[config.mk]
export PLATFORM = sky130hd
export DESIGN_NAME = hc128_front
export DESIGN_NICKNAME = d
export VERILOG_FILES = /design/src/sv/hc128_pkg.sv /design/src/sv/hc128_front.sv
export SDC_FILE = /design/constraint.sdc
export NUM_CORES = 1
export LEC_CHECK = 0
export BUFFER_PORTS_ARGS = -buffer_cell sky130_fd_sc_hd__buf_4
export CORE_ASPECT_RATIO = 1.25
export CORE_UTILIZATION = 53
export CTS_CLUSTER_DIAMETER = 40
export DETAILED_ROUTE_END_ITERATION = 16
export PLACE_DENSITY = 0.89
export SLEW_MARGIN = 15
export SYNTH_ARGS = -nofsm -noshare
export SYNTH_HDL_FRONTEND = slang
export SYNTH_SLANG_ARGS = --single-unit
[constraint.sdc]
create_clock -name clk -period 3.2 [get_ports clk]
set_input_delay 0.16 -clock clk [delete_from_list [all_inputs] [get_ports clk]]
set_output_delay 0.16 -clock clk [all_outputs]
set_load 0.01 [all_outputs]
[src/sv/hc128_pkg.sv]
`timescale 1ns / 1ps
`default_nettype none
// ----------------------------------------------------------------------------
// HC-128 package
// Shared transaction types, constants, state encoding and mixing functions.
// ----------------------------------------------------------------------------
package hc128_pkg;

    localparam int TBL_DEPTH   = 512;
    localparam int TBL_AW      = 9;
    localparam int WORD_W      = 32;
    localparam int CFG_W       = 64;
    localparam int QUEUE_DEPTH = 2;

    localparam logic [10:0] SCHED_FIRST = 11'd16;
    localparam logic [10:0] SCHED_LAST  = 11'd1279;
    localparam logic [10:0] P_FIRST     = 11'd256;
    localparam logic [10:0] Q_FIRST     = 11'd768;
    localparam logic [9:0]  STEP_LAST   = 10'd1023;

    localparam logic [1:0] CFG_KEY_LOW  = 2'd0;
    localparam logic [1:0] CFG_KEY_HIGH = 2'd1;
    localparam logic [1:0] CFG_IV_LOW   = 2'd2;
    localparam logic [1:0] CFG_IV_HIGH  = 2'd3;

    typedef struct packed {
        logic       kind;
        logic [7:0] data_byte;
    } in_t;

    typedef struct packed {
        logic [7:0] out_byte;
        logic       init_done;
    } out_t;

    typedef enum logic [1:0] {
        ST_IDLE,
        ST_SCHED,
        ST_STEP
    } state_t;

    typedef enum logic [3:0] {
        PH_RD_A,
        PH_RD_B,
        PH_RD_C,
        PH_RD_T,
        PH_RD_X,
        PH_CAP_X,
        PH_RD_UA,
        PH_RD_UB,
        PH_WRITE
    } phase_t;

    function automatic logic [31:0] sig1(input logic [31:0] x);
        return {x[6:0], x[31:7]} ^ {x[17:0], x[31:18]} ^ (x >> 3);
    endfunction

    function automatic logic [31:0] sig2(input logic [31:0] x);
        return {x[16:0], x[31:17]} ^ {x[18:0], x[31:19]} ^ (x >> 10);
    endfunction

    function automatic logic [31:0] mixp(input logic [31:0] a, input logic [31:0] b,
                                         input logic [31:0] c);
        return ({a[9:0], a[31:10]} ^ {c[22:0], c[31:23]}) + {b[7:0], b[31:8]};
    endfunction

    function automatic logic [31:0] mixq(input logic [31:0] a, input logic [31:0] b,
                                         input logic [31:0] c);
        return ({a[21:0], a[31:22]} ^ {c[8:0], c[31:9]}) + {b[23:0], b[31:24]};
    endfunction

endpackage
`default_nettype wire

[src/sv/hc128_front.sv]
`timescale 1ns / 1ps
`default_nettype none
// ----------------------------------------------------------------------------
// HC-128 front end
// Accepts input transactions and queues them for the engine.
// ----------------------------------------------------------------------------
module hc128_front import hc128_pkg::*; #(
    parameter int QDEPTH = QUEUE_DEPTH
) (
    input  wire logic clk,
    input  wire logic rst_n,
    input  wire logic in_valid,
    output logic      in_stall,
    input  wire in_t  in_data,
    output logic      q_valid,
    output in_t       q_item,
    input  wire logic q_pop
);

    localparam int AW = (QDEPTH > 1) ? $clog2(QDEPTH) : 1;
    localparam int CW = $clog2(QDEPTH + 1);

    in_t            slot_reg [QDEPTH];
    logic [AW-1:0]  wr_ptr_reg;
    logic [AW-1:0]  rd_ptr_reg;
    logic [CW-1:0]  count_reg;
    logic           push;

    assign in_stall = (count_reg == CW'(QDEPTH));
    assign push     = in_valid && !in_stall;
    assign q_valid  = (count_reg != '0);
    assign q_item   = slot_reg[rd_ptr_reg];

    always_ff @(posedge clk)
    begin
        if (push)
        begin
            slot_reg[wr_ptr_reg] <= in_data;
        end
    end

    always_ff @(posedge clk or negedge rst_n)
    begin
        if (!rst_n)
        begin
            wr_ptr_reg <= '0;
            rd_ptr_reg <= '0;
            count_reg  <= '0;
        end
        else
        begin
            if (push)
            begin
                wr_ptr_reg <= (wr_ptr_reg == AW'(QDEPTH - 1)) ? '0 : wr_ptr_reg + 1'b1;
            end
            if (q_pop)
            begin
                rd_ptr_reg <= (rd_ptr_reg == AW'(QDEPTH - 1)) ? '0 : rd_ptr_reg + 1'b1;
            end
            if (push && !q_pop)
            begin
                count_reg <= count_reg + 1'b1;
            end
            else if (q_pop && !push)
            begin
                count_reg <= count_reg - 1'b1;
            end
        end
    end

endmodule
`default_nettype wire

### Yosys cells after proc, flatten, opt, wreduce, memory -nomap -nowiden

Memory sizes are Yosys's and may differ from the RTL's.
Cells that the tools add are included.

* add/subtract/negate cells: 4
* equality and inequality tests: 1
* multiplexer cells: 6
* reduce and logical (&&, ||, !) cells: 8

Operator list (number)
* 1-bit two-way mux: 4
* 2-bit two-way mux: 2
* 2-bit nonzero test: 2
* 1-bit logical AND: 3
* 1-bit logical NOT: 3
* 1-bit adder (second input constant): 2
* 2-bit by 1-bit adder with 2-bit output (second input constant): 1
* 2-bit equality test (second input constant): 1
* 2-bit by 1-bit subtractor with 2-bit output (second input constant): 1

* register bits after elaboration: 4
* RAM bits: 18
* input port bits: 13
* output and inout port bits: 11
* logic and storage cells: 23
* memories kept: 1

Memory list
* slot_reg: words 2, bits a word 9, read ports 1, clocked after Yosys merged registers in 0, wr ports 1, RTL line hc128_front.sv:23 `in_t slot_reg [QDEPTH];`

### Logic depth before layout (Yosys ltp)

Gate-level depths: netlist of the first run.

* depth after elaboration: 7
* mapped depth: 7
* depth with buffers taken out: 7

### Worst setup path before layout of the first run

OpenSTA, ideal clock, no wires.

* path type: register -> register
* start point: register count_reg[0]
* end point: memory slot_reg[0][0] (netlist bit) (enable)
* library setup time: 374 ps
* data arrival time: 1036 ps
* data required time: 2826 ps
* slack: 1790 ps
* stages on the path, launching flop included: 4
* path buffers: 0
* clock period less this slack: 1410 ps
* cells stage by stage: dfrtp_1 > nand2b_1 > nand2_2 > nor2_1

* longest elaborated chain between the ends: 5

Ends and longest elaborated chain
* start, declared: RTL line hc128_front.sv:26 `logic [CW-1:0] count_reg;`
* start signal, assigned: RTL line hc128_front.sv:62 `count_reg <= count_reg + 1'b1;`
* start signal, assigned: RTL line hc128_front.sv:66 `count_reg <= count_reg - 1'b1;`
* 2-bit equality test: RTL line hc128_front.sv:29 `assign in_stall = (count_reg == CW'(QDEPTH));`
* 1-bit logical NOT: RTL line hc128_front.sv:30 `assign push = in_valid && !in_stall;`
* 1-bit logical AND: RTL line hc128_front.sv:30
* 1-bit two-way mux: RTL line hc128_front.sv:36 `if (push)`
* 1-bit two-way mux (implied by the code): RTL line hc128_front.sv:38 `slot_reg[wr_ptr_reg] <= in_data;`
* end, declared: RTL line hc128_front.sv:23

Every way passes these cells.

==> impl_metrics.yaml, run 1 <==
drt:
  routed_wl_um: 1150
  first_pass_iters: 3
  vias: 456
  drt_iter0_markers: 4
  drc: 0
  vias_per_cell: 4.957
  ant_nets: 0
  routedWlPerCell_um: 12.50
yosys:
  ys_seq_elements: 22
  synth.avg_cell_area_um2: 19.03
  yosys.area.top_type: "edfxtp_1"
  synth.top_cell.area_share_pct: 60.42
  yosysMostFrequentCell: "edfxtp_1"
  synthArstFlopShare_pct: 18.18
  synth-edff-count: 18
  seq_area_frac_synth_pct: 71.61
  synthFlopType: "edfxtp_1"
  netlist_area_um2: 894.6
  ys_top_cells_by_count: "edfxtp_1, mux2_4, dfrtp_1, inv_1, xor2_1"
  synth.distinct_cells: 14
  synth_area_leaders: "edfxtp_1, mux2_4, dfrtp_1"
  synthCells: 47
  synth_nets: 61
  yosys_warnings: 0
timing:
  clock.fmax_mhz: 604.0
  max_slew.worst_pin.slew_ns: 0.7484
  hold_viol_final: 0
  period_share_pct: 51.74
  rsz0062_at_grt: "false"
  slew_headroom_pct: 49.92
  drv_slew: 0
  fin_tns_setup_ns: 0
  fin_crit_ns: 1.656
  clock_skew_ns: 0.007971
  setup_violations: 0
worst_setup_path:
  crit_fanout: 10
  r2r_start: "count_reg[0]"
  required_ns: 3.04
  endpoint_kind: "output port"
  cp-startpoint: "rd_ptr_reg"
  startpoint_type: "flip-flop"
  arrival_ns: 1.50
  critical_path_class: "flip-flop to output port"
power:
  powerDensity_nw_per_um2: 887.9
  leakagePower_nw: 0.4995
  ir_drop_mv: 0.5128
global_routing:
  overflow: 0
  grt_antenna_before_repair: 0
  grt_max_degree: 14
  grt_pass1_wl_um: 1787
  grt_pass1_vias: 429
  groute.usage.overall_pct: 15.31
finish:
  drive_above_1_share_pct: 51.35
  multi_input_area_um2: 231.5
  antenna_cells: 0
  fin_util_pct: 72.15
  fillCellCount: 104
  largest_reg_flops: 18
  layout.nets: 89
  seq_area_um2: 640.6
  areaGrowthSynthToFinish_pct: 27.55
die:
  fp.coreArea_um2: 1582
  dieHeight_um: 47.94
  row_count: 16
  start_util_pct: 56.57
  dieArea_um2: 1857
  die_x_um: 38.75
  io_pins: 24
clocking:
  insertion_delay_ns: 0.30
  cts-buffers-inserted: 3
  cts_setup_buffers: 0
  cts_sinks: 22
  cts_max_level: 1
  clk_pin_slew_worst_paths_ns: 0.11
  cts_tree: "built"
  cts_max_path_buffers: 2
  cts-root-buf: "clkbuf_4"
placement:
  port_buffers: 23
  gp_congestion: 0.5923
  dp_hpwl_um: 853.2
min_path:
  min_path_type: "input port to flip-flop"
  hp-start: "q_pop"
job:
  maxCapViolCount: 0
outcome:
  outcome: "finished clean"
[path summary, 6_finish.rpt]
kind / to / slack, ns / cells after the start
max in group asynchronous: rd_ptr_reg / 2.91 / 2
worst min-delay path: rd_ptr_reg / 0.04 / 2
worst max register to register: slot_reg[0][0] / 1.57 / 3
min in group asynchronous: count_reg[1] / 0.18 / 2
worst min register to register: count_reg[1] / 0.50 / 1
worst max-delay path: q_item[7] / 1.54 / 2
[where the power goes]
group | internal [mW] | switching (mW)
registers | 0.398 | 0.0651
logic | 0.215 | 0.132
clock network | 0.127 | 0.0759
[through the flow]
| stage | total power [mW] | std cells | worst slack (ns) | area [um2] | hold WS (ns) |
|---|---|---|---|---|---|
| after floorplan | 0.6955 | 47 | 1.790 | 894.6 | -0.1356 |
| after global placement | 0.8105 | 87 | 1.634 | 1079 | -0.04226 |
| after detailed placement | 0.8226 | 87 | 1.583 | 1079 | -0.03835 |
| after CTS | 1.025 | 92 | 1.515 | 1141 | 0.02678 |
| after global routing | 1.072 | 92 | 1.407 | 1141 | 0.01954 |
| final | 1.013 | 92 | 1.544 | 1141 | 0.03502 |
[placed cells by master (no fill, tap or decap)]
master and count:
buf_4 23, edfxtp_1 18, mux2_4 9, dfrtp_1 4, inv_1 3, xor2_1 3, clkbuf_4 3, nor2_1 2
nand2b_1 1, or2_1 1, nand2_2 1, and3_1 1, xnor2_1 1, xnor2_2 1, ha_1 1, bufinv_16 1
dlygate4sd3_1 1
[metal layers]
| metal | wire length [um] | track usage, % | vias up |
|---|---|---|---|
| met4 | 14 | 10.34 | 0 |
| met2 | 629 | 26.33 | 16 |
| met5 | 0 | 0 | - |
| met1 | 449 | 16.24 | 215 |
| li1 | - | - | 223 |
| met3 | 57 | 4.186 | 2 |
[repair_timing]
action	4_1_cts	5_1_grt
hold endpoints to repair	4	0
resized for setup	0	0
hold buffers	1	0
[cell type report]
class                      instances  share of cell area (%)
inverter                           3                  0.9868
tap                               18                   1.974
timing repair buffer              24                   16.01
sequential                        22                   56.14
clock inverter                     1                   2.632
clock buffer                       3                   1.974
multi-input combinational         21                   20.29
[critical path, stage by stage (launching register included)]
cell and delay [ns]:
dfrtp_1 0.72, mux2_4 0.35, buf_4 0.14
[cell families (layout without fill, tap and decap cells)]
| family | Yosys count | after routing | synth area share (%) |
|---|---|---|---|
| xor gates and xnor gates | 5 | 5 | 5.735 |
| DFF | 22 | 22 | 71.61 |
| buffers and inverters | 4 | 31 | 2.517 |
| and+or+nand+nor | 6 | 6 | 3.638 |
| muxes | 9 | 9 | 15.10 |
| adders and majority gates | 1 | 1 | 1.398 |
(Power assumes the default switching activity.)
==> run 2, diff against run 1 <==
--- a/config.mk
+++ b/config.mk
@@ -5,12 +5,13 @@
 export SDC_FILE = /design/constraint.sdc
 export NUM_CORES = 1
 export LEC_CHECK = 0
+export ABC_AREA = 1
 export BUFFER_PORTS_ARGS = -buffer_cell sky130_fd_sc_hd__buf_4
 export CORE_ASPECT_RATIO = 1.25
-export CORE_UTILIZATION = 53
+export CORE_UTILIZATION = 45
 export CTS_CLUSTER_DIAMETER = 40
 export DETAILED_ROUTE_END_ITERATION = 16
-export PLACE_DENSITY = 0.89
+export PLACE_DENSITY = 0.81
 export SLEW_MARGIN = 15
 export SYNTH_ARGS = -nofsm -noshare
 export SYNTH_HDL_FRONTEND = slang
==> constraint.sdc (replaced) <==
create_clock -name clk -period 1.5 [get_ports clk]
set_input_delay 0.075 -clock clk [delete_from_list [all_inputs] [get_ports clk]]
set_output_delay 0.075 -clock clk [all_outputs]
set_load 0.01 [all_outputs]
==> run 2 against run 1 <==
  * Global-route usage decreased by 0.17 points
  * Highest routed layer unchanged
  * Utilization shrank 3.7 points
  * Synthesized cell count increased by 21%
  * Critical path depth is the same
  * Critical path type unchanged
  * Cell area grew 11%
  * First-iteration DRC count unchanged
  * Sequential power up 110%
  * Power increased by 110%
  * Via count rose by 20%
==> impl_metrics.yaml, run 2 <==
die:
  dieArea_um2: 2230
  dieHeight_um: 52.54
  io_pins: 24
  start_util_pct: 49.70
  die_x_um: 42.44
  fp.coreArea_um2: 1851
  row_count: 17
yosys:
  synth_nets: 71
  yosys_warnings: 0
  synthCells: 57
  yosys.area.top_type: "edfxtp_1"
  synth.distinct_cells: 17
  seq_area_frac_synth_pct: 69.66
  netlist_area_um2: 919.6
  synth_area_leaders: "edfxtp_1, mux2_4, dfrtp_1"
  yosysMostFrequentCell: "edfxtp_1"
  synth.top_cell.area_share_pct: 58.78
  ys_seq_elements: 22
  synth-edff-count: 18
  ys_top_cells_by_count: "edfxtp_1, mux2_4, inv_1, nand2_1, dfrtp_1"
  synthArstFlopShare_pct: 18.18
  synth.avg_cell_area_um2: 16.13
  synthFlopType: "edfxtp_1"
finish:
  fin_cells: 115
  layout_commonest_cell: "buf_4"
  largest_reg_flops: 18
  areaGrowthSynthToFinish_pct: 37.82
  final_area_um2: 1267
  antenna_cells: 0
  fillCellCount: 128
  drive_above_1_share_pct: 45.83
  layout.nets: 111
  mostFrequentLayoutCells: "buf_4, edfxtp_1, dlygate4sd3_1"
worst_setup_path:
  startpoint_type: "flip-flop"
  arrival_ns: 1.35
  required_ns: 1.42
  endpoint_kind: "output port"
  critical_path_class: "flip-flop to output port"
  crit_fanout: 10
timing:
  hold_viol_final: 0
  setup_violations: 0
  clock.fmax_mhz: 701.3
  layout_setup_ws_ns: 0.07402
  rsz0062_at_grt: "false"
  drv_slew: 0
  max_slew.worst_pin.slew_ns: 0.3175
  period_share_pct: 95.07
  slew_headroom_pct: 78.84
  clock_skew_ns: 0.004049
  fin_tns_setup_ns: 0
  fin_crit_ns: 1.426
power:
  p_int_mw: 1.469
  clockPowerShare_pct: 14.9
  power_frac_seq_pct: 46.6
  switching_share_pct: 30.04
  ir_drop_mv: 0.9799
  p_switching_mw: 0.6309
  powerDensity_nw_per_um2: 1657
  leakagePower_nw: 0.5640
  share_comb_of_total_power_pct: 38.4
clocking:
  cts_setup_buffers: 0
  cts_max_path_buffers: 2
  insertion_delay_ns: 0.30
  cts-buffers-inserted: 3
  cts_max_level: 1
  cts_sinks: 22
  cts-root-buf: "clkbuf_4"
  cts_tree: "built"
  clk_pin_slew_worst_paths_ns: 0.12
drt:
  drc: 0
  ant_nets: 0
  drt_iter0_markers: 4
  first_pass_iters: 2
  vias_per_cell: 4.774
  routed_wl_um: 1425
  vias: 549
  routedWlPerCell_um: 12.39
job:
  maxCapViolCount: 0
global_routing:
  grt_pass1_vias: 548
  grt_pass1_wl_um: 2387
  grt_antenna_before_repair: 0
  grt_max_degree: 13
  overflow: 0
  groute.usage.overall_pct: 15.14
min_path:
  min_path_type: "input port to async pin"
placement:
  dp_hpwl_um: 1008
  port_buffers: 23
  pre_cts_ws_ns: 0.1675
  place_inst: 100
  gp_congestion: 0.7016
  place_area_um2: 1120
outcome:
  outcome: "finished clean"
run 2: stage by stage:
step	total power [mW]	util, %	hold WS (ns)
2_1_floorplan	1.487	-	-0.2206
3_3_place_gp	1.761	60.51	-0.1245
3_5_place_dp	1.792	60.51	-0.1224
4_1_cts	2.123	68.49	0.08712
5_1_grt	2.222	68.49	0.08558
6_report	2.100	68.49	0.09417
run 2: critical path, cell delays in order, from the launching register on:
cell     delay [ns]
dfrtp_2        0.58
mux2_4         0.33
buf_4          0.14
run 2: metal layers:
metal  part of all wire (%)  up-vias  global-route usage [%]
li1                       -      274                       -
met5                      0        -                       0
met2                     52       15                   24.36
met1                     43      258                   19.35
met4                   0.84        0                   9.375
met3                    4.2        2                   2.069
run 2: repair_timing:
action	CTS	global route
endpoints found under the setup margin	9	0
hold endpoints to repair	23	0
hold buffers	11	0
gates resized for setup	1	0
run 2: final timing paths:
check,startpoint,to,slack [ns],cells after the start
max in group asynchronous,rst_n,rd_ptr_reg,1.29,2
setup / recovery,rd_ptr_reg,q_item[4],0.07,2
setup reg to reg,count_reg[0],count_reg[1],0.14,7
hold reg to reg,count_reg[1],count_reg[1],0.50,2
min in group clk,in_valid,wr_ptr_reg,0.11,4
hold / removal,rst_n,count_reg[0],0.09,2
run 2: logic make-up after synthesis:
family | after synthesis | synth area share [%]
AO/OA/AOI/OAI | 1 | 0.5437
XOR/XNOR | 2 | 1.905
adder cells (fa/ha/maj) | 1 | 1.360
buffers and inverters | 9 | 4.490
flip-flops | 22 | 69.66
multiplexers | 9 | 14.69
AND/OR/NAND/NOR | 13 | 7.346
run 2: power groups by stage:
stage | registers, mW | clock network (mW) | logic (mW)
floorplan | 0.909 | 0 | 0.578
global placement | 0.979 | 0 | 0.782
detailed placement | 0.996 | 0 | 0.796
CTS | 0.985 | 0.320 | 0.818
global route | 1.00 | 0.340 | 0.879
finish | 0.979 | 0.313 | 0.807
run 2: layout make-up:
cell class / count / area (um2) / share of cell area, %
sequential: 22 / 641.9 / 50.64
timing repair buffer: 36 / 297.8 / 23.49
multi-input combinational: 26 / 237.7 / 18.76
inverter: 8 / 30.03 / 2.369
clock buffer: 4 / 36.28 / 2.863
tap: 19 / 23.77 / 1.876
